[src/rtl/stpu_pkg.sv]
`timescale 1ns / 1ps
`default_nettype none
// ----------------------------------------------------------------------------
// Section time profiler package
// Field widths, operation and result codes, and constants that are shared by
// the interfaces, the tick store and the sequencer.
// ----------------------------------------------------------------------------
package stpu_pkg;

    // Default number of profiled sections.
    localparam int SECTIONS_DEF = 12;

    // Field widths of the input and result items.
    localparam int OP_W    = 2;
    localparam int SEC_W   = 4;
    localparam int TIME_W  = 32;
    localparam int VAL_W   = 31;
    localparam int KIND_W  = 2;

    // Widths of the accumulated state.
    localparam int FRAME_W = 16;
    localparam int TICK_W  = 48;

    // Microseconds in one second, and the width of that constant.
    localparam int                US_W     = 20;
    localparam logic [US_W-1:0]   US_PER_S = 20'd1000000;

    // Product of a tick count and the microsecond constant.
    localparam int ACC_W = TICK_W + US_W;

    // Tick rate after reset.
    localparam logic [TIME_W-1:0] TPS_RESET = 32'd46875000;

    // Operation codes of an input item.
    typedef enum logic [OP_W-1:0] {
        OP_MARK   = 2'd0,
        OP_FRAME  = 2'd1,
        OP_ENABLE = 2'd2
    } t_op;

    // Kinds of result item.
    typedef enum logic [KIND_W-1:0] {
        KIND_SECTION = 2'd0,
        KIND_FRAMES  = 2'd1,
        KIND_WORST   = 2'd2
    } t_kind;

endpackage : stpu_pkg
`default_nettype wire

[src/rtl/stpu_if.sv]
`timescale 1ns / 1ps
`default_nettype none
// ----------------------------------------------------------------------------
// Section time profiler channels
// Event channel into the profiler and report channel out of it, each with a
// valid/ready handshake.
// ----------------------------------------------------------------------------
interface stpu_in_if;
    import stpu_pkg::*;

    logic              valid;
    logic              ready;
    logic [OP_W-1:0]   operation;
    logic [SEC_W-1:0]  section;
    logic [TIME_W-1:0] now;
    logic              enable_on;

    modport source (output valid, output operation, output section, output now,
                    output enable_on, input ready);
    modport sink   (input valid, input operation, input section, input now,
                    input enable_on, output ready);
endinterface : stpu_in_if

interface stpu_out_if;
    import stpu_pkg::*;

    logic              valid;
    logic              ready;
    logic [KIND_W-1:0] kind;
    logic [SEC_W-1:0]  section_res;
    logic [VAL_W-1:0]  value_us;
    logic              last;

    modport source (output valid, output kind, output section_res, output value_us,
                    output last, input ready);
    modport sink   (input valid, input kind, input section_res, input value_us,
                    input last, output ready);
endinterface : stpu_out_if
`default_nettype wire

[src/rtl/section_time_profiler_unit.sv]
`timescale 1ns / 1ps
`default_nettype none
// ----------------------------------------------------------------------------
// Section time profiler
// Charges timestamped intervals to sections and, once per second of ticks,
// reports the average microseconds per frame of every section, the frame
// count and the worst frame length.
// ----------------------------------------------------------------------------
//  Channel      Direction  Handshake      Payload
//  i_item       in         valid/ready    operation, section, now, enable_on
//  o_res        out        valid/ready    kind, section_res, value_us, last
//  i_cfg_*      in         write enable   tick rate
//
//  An enable item or an ignored item is handled in the idle state; a
//  mark or a frame also passes through the charge state. In a report,
//  the section rows and the worst row go through the 20-step
//  shift-and-add scaling and the 31-step restoring division, both on the
//  one shared adder. The input is ready only while the sequencer is idle.
//  Results leave through an output register; a stalled output holds the
//  report at that row. Reset is synchronous and clears all profiling state.
// ----------------------------------------------------------------------------
module section_time_profiler_unit #(
    parameter int SECTIONS = stpu_pkg::SECTIONS_DEF
) (
    input  logic                        i_clk,
    input  logic                        i_rst_n,
    input  logic                        i_cfg_we,
    input  logic [stpu_pkg::TIME_W-1:0] i_cfg_wdata,
    stpu_in_if.sink                     i_item,
    stpu_out_if.source                  o_res
);
    import stpu_pkg::*;

    localparam int AW    = (SECTIONS > 1) ? $clog2(SECTIONS) : 1;
    localparam int ROW_W = $clog2(SECTIONS + 2);
    localparam int BIT_W = $clog2(US_W);
    localparam int CNT_W = $clog2(VAL_W);

    typedef enum logic [3:0] {
        S_IDLE,
        S_CHARGE,
        S_DMUL,
        S_ROW,
        S_LOAD,
        S_MUL,
        S_DIV0,
        S_DIV,
        S_EMIT
    } t_state;

    t_state              r_state;
    logic [TIME_W-1:0]   r_tps;
    logic                r_on;
    logic [AW-1:0]       r_running;
    logic [TIME_W-1:0]   r_last_mark;
    logic [TIME_W-1:0]   r_frame_start;
    logic [TIME_W-1:0]   r_window_start;
    logic [TIME_W-1:0]   r_worst;
    logic [FRAME_W-1:0]  r_frames;
    logic [TIME_W-1:0]   r_now;
    logic [AW-1:0]       r_next;
    logic                r_is_frame;
    logic [ROW_W-1:0]    r_row;
    logic [TICK_W-1:0]   r_div;
    logic [TICK_W-1:0]   r_tval;
    logic [ACC_W-1:0]    r_acc;
    logic [TICK_W-1:0]   r_rem;
    logic [VAL_W-1:0]    r_low;
    logic [VAL_W-1:0]    r_val;
    logic [BIT_W-1:0]    r_bit;
    logic [CNT_W-1:0]    r_cnt;
    logic                r_out_valid;
    t_kind               r_out_kind;
    logic [SEC_W-1:0]    r_out_sec;
    logic [VAL_W-1:0]    r_out_val;
    logic                r_out_last;

    logic [TIME_W-1:0]   w_rate;
    logic                w_accept;
    logic [TIME_W-1:0]   w_delta;
    logic [TIME_W-1:0]   w_flen;
    logic [TIME_W-1:0]   w_win;
    logic [TICK_W-1:0]   w_prod;
    logic                w_out_free;
    logic [AW-1:0]       w_mark_sec;
    logic                w_row_sec;
    logic                w_row_cnt;
    logic                w_row_last;
    logic [ACC_W-1:0]    w_opa;
    logic [ACC_W-1:0]    w_opb;
    logic                w_sub;
    logic [ACC_W-1:0]    w_sum;
    logic                w_carry;
    logic                w_clr;
    logic                w_we;
    logic [AW-1:0]       w_waddr;
    logic [TICK_W-1:0]   w_wdata;
    logic [AW-1:0]       w_raddr;
    logic [TICK_W-1:0]   w_rdata;

    // A zero tick rate counts as one tick per second.
    assign w_rate   = (r_tps == '0) ? TIME_W'(1) : r_tps;
    assign w_accept = i_item.valid && i_item.ready;

    // Tick distances, all modulo 2^32.
    assign w_delta = r_now - r_last_mark;
    assign w_flen  = r_now - r_frame_start;
    assign w_win   = r_now - r_window_start;

    // Divisor for the section rows: ticks per second times frames.
    assign w_prod = w_rate * r_frames;

    assign w_out_free = !r_out_valid || o_res.ready;

    // A mark naming a section out of range runs section 0 instead.
    assign w_mark_sec = (32'(i_item.section) < SECTIONS) ? AW'(i_item.section) : '0;

    // Row decode of the report: sections first, then frame count, then worst.
    assign w_row_sec  = 32'(r_row) < SECTIONS;
    assign w_row_cnt  = 32'(r_row) == SECTIONS;
    assign w_row_last = 32'(r_row) == SECTIONS + 1;

    // Operand selection for the shared adder.
    always_comb begin
        w_opa = '0;
        w_opb = '0;
        w_sub = 1'b0;
        case (r_state)
            S_CHARGE: begin
                w_opa = ACC_W'(w_rdata);
                w_opb = ACC_W'(w_delta);
            end
            S_MUL: begin
                w_opa = {r_acc[ACC_W-2:0], 1'b0};
                w_opb = US_PER_S[r_bit] ? ACC_W'(r_tval) : '0;
            end
            S_DIV0: begin
                w_opa = ACC_W'(r_acc[ACC_W-1:VAL_W]);
                w_opb = ACC_W'(r_div);
                w_sub = 1'b1;
            end
            S_DIV: begin
                w_opa = ACC_W'({r_rem, r_low[VAL_W-1]});
                w_opb = ACC_W'(r_div);
                w_sub = 1'b1;
            end
            default: begin
                w_sub = 1'b0;
            end
        endcase
    end

    stpu_alu u_alu (
        .i_opa   (w_opa),
        .i_opb   (w_opb),
        .i_sub   (w_sub),
        .o_sum   (w_sum),
        .o_carry (w_carry)
    );

    // Tick store control: charge writes the saturated total, a report row
    // zeroes the entry it has just read.
    assign w_clr   = w_accept && (i_item.operation == OP_ENABLE);
    assign w_we    = (r_state == S_CHARGE) || (r_state == S_LOAD);
    assign w_waddr = (r_state == S_LOAD) ? r_row[AW-1:0] : r_running;
    assign w_wdata = (r_state == S_LOAD) ? '0 :
                     (w_sum[TICK_W] ? '1 : w_sum[TICK_W-1:0]);
    assign w_raddr = (r_state == S_ROW) ? r_row[AW-1:0] : r_running;

    stpu_tick_mem #(
        .DEPTH (SECTIONS),
        .AW    (AW)
    ) u_tick_mem (
        .i_clk   (i_clk),
        .i_rst_n (i_rst_n),
        .i_clr   (w_clr),
        .i_we    (w_we),
        .i_waddr (w_waddr),
        .i_wdata (w_wdata),
        .i_raddr (w_raddr),
        .o_rdata (w_rdata)
    );

    // Sequencer with its datapath and output registers.
    always_ff @(posedge i_clk) begin
        if (!i_rst_n) begin
            r_state        <= S_IDLE;
            r_tps          <= TPS_RESET;
            r_on           <= 1'b0;
            r_running      <= '0;
            r_last_mark    <= '0;
            r_frame_start  <= '0;
            r_window_start <= '0;
            r_worst        <= '0;
            r_frames       <= '0;
            r_out_valid    <= 1'b0;
        end else begin
            if (i_cfg_we) begin
                r_tps <= i_cfg_wdata;
            end
            // The output register empties once its item is taken; in the
            // emit state the next row refills it instead.
            if (r_out_valid && o_res.ready && (r_state != S_EMIT)) begin
                r_out_valid <= 1'b0;
            end

            case (r_state)
                S_IDLE: begin
                    if (w_accept) begin
                        if (i_item.operation == OP_ENABLE) begin
                            r_on           <= i_item.enable_on;
                            r_running      <= '0;
                            r_last_mark    <= i_item.now;
                            r_frame_start  <= i_item.now;
                            r_window_start <= i_item.now;
                            r_frames       <= '0;
                            r_worst        <= '0;
                        end else if (r_on && (i_item.operation == OP_MARK ||
                                              i_item.operation == OP_FRAME)) begin
                            r_now      <= i_item.now;
                            r_is_frame <= (i_item.operation == OP_FRAME);
                            r_next     <= (i_item.operation == OP_FRAME) ? '0 : w_mark_sec;
                            r_state    <= S_CHARGE;
                        end
                    end
                end

                // Charge the elapsed ticks; a frame also closes the frame and
                // checks whether the window has run a full second.
                S_CHARGE: begin
                    r_last_mark <= r_now;
                    r_running   <= r_next;
                    if (!r_is_frame) begin
                        r_state <= S_IDLE;
                    end else begin
                        r_frame_start <= r_now;
                        if (w_flen > r_worst) begin
                            r_worst <= w_flen;
                        end
                        if (r_frames != '1) begin
                            r_frames <= r_frames + FRAME_W'(1);
                        end
                        if (w_win >= w_rate) begin
                            r_window_start <= r_now;
                            r_row          <= '0;
                            r_state        <= S_DMUL;
                        end else begin
                            r_state <= S_IDLE;
                        end
                    end
                end

                S_DMUL: begin
                    r_div   <= w_prod;
                    r_state <= S_ROW;
                end

                // Start one report row.
                S_ROW: begin
                    if (w_row_sec) begin
                        r_state <= S_LOAD;
                    end else if (w_row_cnt) begin
                        r_val   <= VAL_W'(r_frames);
                        r_state <= S_EMIT;
                    end else begin
                        r_tval  <= TICK_W'(r_worst);
                        r_div   <= TICK_W'(w_rate);
                        r_acc   <= '0;
                        r_bit   <= BIT_W'(US_W - 1);
                        r_state <= S_MUL;
                    end
                end

                S_LOAD: begin
                    r_tval  <= w_rdata;
                    r_acc   <= '0;
                    r_bit   <= BIT_W'(US_W - 1);
                    r_state <= S_MUL;
                end

                // Ticks times one million, one constant bit per cycle.
                S_MUL: begin
                    r_acc <= w_sum;
                    if (r_bit == '0) begin
                        r_state <= S_DIV0;
                    end else begin
                        r_bit <= r_bit - BIT_W'(1);
                    end
                end

                // A quotient of 2^31 or more saturates at once.
                S_DIV0: begin
                    if (w_carry) begin
                        r_val   <= '1;
                        r_state <= S_EMIT;
                    end else begin
                        r_rem   <= TICK_W'(r_acc[ACC_W-1:VAL_W]);
                        r_low   <= r_acc[VAL_W-1:0];
                        r_val   <= '0;
                        r_cnt   <= CNT_W'(VAL_W - 1);
                        r_state <= S_DIV;
                    end
                end

                // Restoring division, one quotient bit per cycle.
                S_DIV: begin
                    r_val <= {r_val[VAL_W-2:0], w_carry};
                    r_rem <= w_carry ? w_sum[TICK_W-1:0] : {r_rem[TICK_W-2:0], r_low[VAL_W-1]};
                    r_low <= {r_low[VAL_W-2:0], 1'b0};
                    if (r_cnt == '0) begin
                        r_state <= S_EMIT;
                    end else begin
                        r_cnt <= r_cnt - CNT_W'(1);
                    end
                end

                // Hand the row to the output register when it is free.
                S_EMIT: begin
                    if (w_out_free) begin
                        r_out_valid <= 1'b1;
                        r_out_kind  <= w_row_sec ? KIND_SECTION :
                                       (w_row_cnt ? KIND_FRAMES : KIND_WORST);
                        r_out_sec   <= w_row_sec ? SEC_W'(r_row) : '0;
                        r_out_val   <= r_val;
                        r_out_last  <= w_row_last;
                        if (w_row_last) begin
                            r_frames <= '0;
                            r_worst  <= '0;
                            r_state  <= S_IDLE;
                        end else begin
                            r_row   <= r_row + ROW_W'(1);
                            r_state <= S_ROW;
                        end
                    end
                end

                default: begin
                    r_state <= S_IDLE;
                end
            endcase
        end
    end

    // Channel outputs.
    assign i_item.ready      = (r_state == S_IDLE);
    assign o_res.valid       = r_out_valid;
    assign o_res.kind        = r_out_kind;
    assign o_res.section_res = r_out_sec;
    assign o_res.value_us    = r_out_val;
    assign o_res.last        = r_out_last;

endmodule : section_time_profiler_unit
`default_nettype wire

[src/rtl/stpu_alu.sv]
`timescale 1ns / 1ps
`default_nettype none
// ----------------------------------------------------------------------------
// Section time profiler shared adder
// One wide add/subtract unit used for tick charging, the shift-and-add
// microsecond scaling and the restoring division steps.
// ----------------------------------------------------------------------------
module stpu_alu (
    input  logic [stpu_pkg::ACC_W-1:0] i_opa,
    input  logic [stpu_pkg::ACC_W-1:0] i_opb,
    input  logic                       i_sub,
    output logic [stpu_pkg::ACC_W-1:0] o_sum,
    output logic                       o_carry
);
    import stpu_pkg::*;

    logic [ACC_W-1:0] w_opb;
    logic [ACC_W:0]   w_full;

    // Subtraction is the addition of the complement plus one; the carry out
    // is then set when no borrow occurred.
    assign w_opb   = i_sub ? ~i_opb : i_opb;
    assign w_full  = {1'b0, i_opa} + {1'b0, w_opb} + {{ACC_W{1'b0}}, i_sub};
    assign o_sum   = w_full[ACC_W-1:0];
    assign o_carry = w_full[ACC_W];

endmodule : stpu_alu
`default_nettype wire

[src/rtl/stpu_tick_mem.sv]
`timescale 1ns / 1ps
`default_nettype none
// ----------------------------------------------------------------------------
// Section time profiler tick store
// Per-section tick totals with one write port, one registered read port and
// a valid bit per entry so that a clear empties every entry together.
// ----------------------------------------------------------------------------
module stpu_tick_mem #(
    parameter int DEPTH = stpu_pkg::SECTIONS_DEF,
    parameter int AW    = 4
) (
    input  logic                        i_clk,
    input  logic                        i_rst_n,
    input  logic                        i_clr,
    input  logic                        i_we,
    input  logic [AW-1:0]               i_waddr,
    input  logic [stpu_pkg::TICK_W-1:0] i_wdata,
    input  logic [AW-1:0]               i_raddr,
    output logic [stpu_pkg::TICK_W-1:0] o_rdata
);
    import stpu_pkg::*;

    logic [TICK_W-1:0] r_mem [DEPTH];
    logic [DEPTH-1:0]  r_valid;
    logic [TICK_W-1:0] r_rdata;

    // Valid bits: cleared by reset or a clear request, set by a write.
    always_ff @(posedge i_clk) begin
        if (!i_rst_n || i_clr) begin
            r_valid <= '0;
        end else if (i_we) begin
            r_valid[i_waddr] <= 1'b1;
        end
    end

    // Storage array and registered read; an entry never written reads zero.
    always_ff @(posedge i_clk) begin
        if (i_we) begin
            r_mem[i_waddr] <= i_wdata;
        end
        r_rdata <= r_valid[i_raddr] ? r_mem[i_raddr] : '0;
    end

    assign o_rdata = r_rdata;

endmodule : stpu_tick_mem
`default_nettype wire
[src/flat_wrapper.sv]
// flat-port wrapper written by rule: the top's interface ports become plain ports
module section_time_profiler_unit_flat import stpu_pkg::*;
#(
    parameter int SECTIONS = stpu_pkg::SECTIONS_DEF
)
  (i_clk, i_rst_n, i_cfg_we, i_cfg_wdata, i_item_valid, i_item_operation, i_item_section, i_item_now, i_item_enable_on, i_item_ready, o_res_valid, o_res_kind, o_res_section_res, o_res_value_us, o_res_last, o_res_ready);
  stpu_in_if i_item_i ();
  stpu_out_if o_res_i ();
  input  logic i_clk;
  input  logic i_rst_n;
  input  logic i_cfg_we;
  input  logic [stpu_pkg::TIME_W-1:0] i_cfg_wdata;
  input wire logic [$bits(i_item_i.valid)-1:0] i_item_valid;
  input wire logic [$bits(i_item_i.operation)-1:0] i_item_operation;
  input wire logic [$bits(i_item_i.section)-1:0] i_item_section;
  input wire logic [$bits(i_item_i.now)-1:0] i_item_now;
  input wire logic [$bits(i_item_i.enable_on)-1:0] i_item_enable_on;
  output wire logic [$bits(i_item_i.ready)-1:0] i_item_ready;
  output wire logic [$bits(o_res_i.valid)-1:0] o_res_valid;
  output wire logic [$bits(o_res_i.kind)-1:0] o_res_kind;
  output wire logic [$bits(o_res_i.section_res)-1:0] o_res_section_res;
  output wire logic [$bits(o_res_i.value_us)-1:0] o_res_value_us;
  output wire logic [$bits(o_res_i.last)-1:0] o_res_last;
  input wire logic [$bits(o_res_i.ready)-1:0] o_res_ready;
  assign i_item_i.valid = i_item_valid;
  assign i_item_i.operation = i_item_operation;
  assign i_item_i.section = i_item_section;
  assign i_item_i.now = i_item_now;
  assign i_item_i.enable_on = i_item_enable_on;
  assign i_item_ready = i_item_i.ready;
  assign o_res_valid = o_res_i.valid;
  assign o_res_kind = o_res_i.kind;
  assign o_res_section_res = o_res_i.section_res;
  assign o_res_value_us = o_res_i.value_us;
  assign o_res_last = o_res_i.last;
  assign o_res_i.ready = o_res_ready;
  section_time_profiler_unit #(.SECTIONS(SECTIONS)) u_core (.i_clk(i_clk), .i_rst_n(i_rst_n), .i_cfg_we(i_cfg_we), .i_cfg_wdata(i_cfg_wdata), .i_item(i_item_i), .o_res(o_res_i));
endmodule
[config.mk]
export PLATFORM = sky130hd
export DESIGN_NAME = section_time_profiler_unit_flat
export DESIGN_NICKNAME = d
export VERILOG_FILES = /design/src/rtl/stpu_pkg.sv /design/src/rtl/stpu_if.sv /design/src/rtl/section_time_profiler_unit.sv /design/src/rtl/stpu_alu.sv /design/src/rtl/stpu_tick_mem.sv /design/src/flat_wrapper.sv
export SDC_FILE = /design/constraint.sdc
export NUM_CORES = 2
export LEC_CHECK = 0
export BUFFER_PORTS_ARGS = -buffer_cell sky130_fd_sc_hd__buf_2
export CAP_MARGIN = 20
export CORE_ASPECT_RATIO = 1.5
export CORE_MARGIN = 1.5
export CORE_UTILIZATION = 40
export DETAILED_ROUTE_END_ITERATION = 6
export SYNTH_ARGS = -nofsm -noshare
export SYNTH_HDL_FRONTEND = slang
export SYNTH_SLANG_ARGS = --single-unit
[constraint.sdc]
create_clock -name i_clk -period 25.1 [get_ports i_clk]
set_input_delay 5.02 -clock i_clk [delete_from_list [all_inputs] [get_ports i_clk]]
set_output_delay 5.02 -clock i_clk [all_outputs]
set_load 0.01 [all_outputs]
==> impl_metrics.tcl <==
set metrics [dict create \
    die_y_um 527 \
    drc 0 \
    drive_above_1_share_pct 9.63 \
    status "complete, no violations" \
    hpwl_um 164000 \
    final_common_cell "edfxtp_1" \
    grt_pass1_wl_um 337000 \
    synthArstFlopShare_pct 0 \
    grt.total_usage_pct 24.0 \
    drt_iter0_drc 3990 \
    cp-start-kind "register" \
    holdPathStages 0 \
    place_area_mm2 0.0764 \
    cp_data_arrival_time_ns 8.92 \
    syn-cell-area_mm2 0.0733 \
    numPortBuffers 115 \
    antenna_found_initial 6 \
    core_area_mm2 0.182 \
    p_per_area_mw_per_mm2 50.7 \
    clock_tree.root_cell "clkbuf_16" \
    synth.avg_cell_area_um2 11.1 \
    required_ns 25.41 \
    slew_violations 0 \
    area_growth_syn_to_layout_pct 9.42 \
    yosys_warnings 0 \
    rsz0062_at_grt "no" \
    post_cts_buffers 0 \
    first_global_vias 52807 \
    ys_types 94 \
    synth_nets 7458 \
    final_cells 9066 \
    synth_cells 6610 \
    rows 192 \
    initial_core_util_pct 40.2 \
    postCtsHoldBufs 0 \
    maxCapViolations 0 \
    fin_setup_tns_ns 0 \
    fillers 17162 \
    insertion_delay_ns 0.75 \
    ir_drop_mv 0.0531 \
    hold_path.class "register to register" \
    end_kind "register" \
    dp.cells 8856 \
    synth_edf_count 939 \
    critPathKind "register to register" \
    grt_max_degree 107 \
    multiInputGateArea_mm2 0.0364 \
    hold_ws_ns 0.425 \
    final_net_count 7390 \
    r2r_start "u_core.r_now[0]" \
    finalInstanceArea_mm2 0.0802 \
    hold_viol_final 0 \
    relSlewSlack_pct 25.0 \
    synthFlopType "edfxtp_1" \
    drt_wl_total_um 226000 \
    numCtsBuffers 108 \
    grt-ovfl-total 0 \
    worstHoldStart "u_core.r_val[30]" \
    fin_crit_ns 8.61 \
    vias_per_cell 5.67 \
    crit_start "u_core.r_now[0]" \
    setup_violations 0 \
    power_mw 4.07 \
    final_util_pct 44.0 \
    place_ws_ns 16.58 \
    layout_common_cells "939 x edfxtp_1, 801 x nand2_1, 683 x inv_1" \
    num_vias 51374 \
    ctsResizeCount 0 \
    drtAntennaViolNets 0 \
    fin_crit_sh_pct 34.3 \
    htree_levels 3 \
    clk_pin_slew_ns 0.07 \
    ys_ff_latch 1186 \
    routabilityCongestion 0.972 \
    cts_tree "yes" \
    synth-seq-area-share_pct 45.2 \
    avgRoutedWirePerCell_um 24.9 \
    seq_area_mm2 0.0332 \
    reg2regPathDepth 25 \
    clkSinkCount 1186 \
    fin_ws_ns 16.49 \
    die_w_um 352 \
    p_leak_nw 31.7 \
    clk_path_buf_depth 3 \
    dr.pass1.iters 6 \
    crit_fanout 65 \
    io_pins 116 \
    skew_ns 0.0527 \
    timing.fmax_ghz 0.116 \
    fp.dieArea_mm2 0.186 \
    worst_slew_pin_slew_ns 1.12 \
]
==> per-layer routing <==
| metal | GRT usage [%] | up-vias | part of all wire (%) |
|---|---|---|---|
| met3 | 2.72 | 492 | 5.1 |
| met2 | 43.5 | 1703 | 51 |
| li1 | - | 23018 | - |
| met4 | 14.1 | 4 | 6.6 |
| met1 | 27.3 | 26157 | 37 |
| met5 | 0 | - | 0.012 |
==> state kept, by name, summed over array words and instances (netlist names), 5 cells and up, named ones only <==
name,flops
u_core.u_tick_mem.r_mem,576
u_core.r_acc,68
u_core.r_div,48
u_core.r_rem,48
u_core.r_tval,48
u_core.u_tick_mem.o_rdata,48
u_core.r_frame_start,32
u_core.r_last_mark,32
u_core.r_now,32
u_core.r_tps,32
u_core.r_window_start,32
u_core.r_worst,32
u_core.o_res.value_us,31
u_core.r_low,31
u_core.r_val,31
u_core.r_frames,16
u_core.u_tick_mem.r_valid,12
u_core.r_bit,5
u_core.r_cnt,5
==> cell families after synthesis <==
family / synth area share, %
buf+inv: 5.54
flops: 45.2
compound gates: 11.9
xor+xnor: 2.34
mux: 5.84
simple gates: 11.6
fa+ha+maj: 17.5
==> cell usage after synthesis, types with 12 or more instances <==
master	number	area share [%]
a211oi_1	76	0.78
a21boi_0	45	0.46
a21o_1	142	1.5
a21oi_1	297	2.0
a221oi_1	29	0.35
a22o_1	12	0.14
a22oi_1	98	1.0
a31oi_1	77	0.66
and2_1	190	1.6
and3_1	64	0.55
buf_1	37	0.19
buf_2	26	0.18
clkbuf_1	321	1.6
dfxtp_1	247	6.7
edfxtp_1	939	38
fa_1	422	12
ha_1	350	6.0
inv_1	683	3.5
mux2_2	14	0.22
mux2i_1	81	1.1
mux4_2	147	4.5
nand2_1	805	4.1
nand2b_1	58	0.50
nand3_1	51	0.35
nand4_1	53	0.45
nor2_1	408	2.1
nor2b_1	77	0.66
nor3_1	60	0.41
nor3b_1	13	0.13
nor4_1	16	0.14
o211ai_1	24	0.25
o21a_1	29	0.30
o21ai_0	204	1.4
o21bai_1	28	0.29
o22a_1	62	0.74
o31ai_1	38	0.39
or2_2	13	0.11
or3_1	16	0.14
xnor2_1	113	1.4
xor2_1	83	0.99
==> critical path, stage by stage (launching register included) <==
cell       delay, ns
edfxtp_1        0.36
inv_1           0.15
ha_1            0.21
inv_1           0.06
fa_1            0.42
a211oi_1        0.32
o21ai_0         0.19
a2111oi_2       0.52
o21ai_0         0.33
a31oi_1         0.47
o21ai_0         0.24
o41ai_1         0.46
o21ai_0         0.22
xnor2_1         0.17
a21oi_1         0.30
ha_1            0.36
nand4_1         0.18
or4_1           0.56
nor3_1          0.20
nand3_1         0.14
a21oi_1         0.25
o211ai_2        0.22
and2_2          0.29
nor2_2          0.73
nor2_4          0.26
buf_4           0.43
==> area by class of cell <==
class / count / area share [%]
Multi-Input combinational cell: 4354 / 45.4
Sequential cell: 1186 / 41.3
Tap cell: 2425 / 3.78
Clock buffer: 145 / 3.72
Inverter: 684 / 3.20
Timing Repair Buffer: 208 / 1.64
Clock inverter: 61 / 0.897
Antenna cell: 3 / 0.00936
==> final timing paths <==
kind                               end  slack [ns]
max                   u_core.r_rem[24]       16.49
min          u_core.o_res.value_us[30]        0.42
max reg2reg           u_core.r_rem[24]       16.49
min reg2reg  u_core.o_res.value_us[30]        0.42
==> power by group <==
part           internal [mW]  switching [mW]  total, mW
Sequential              2.11          0.0194       2.13
Clock                  0.950           0.780       1.73
Combinational         0.0764           0.135      0.211
Total                   3.13           0.934       4.07
(Power assumes the default switching activity.)
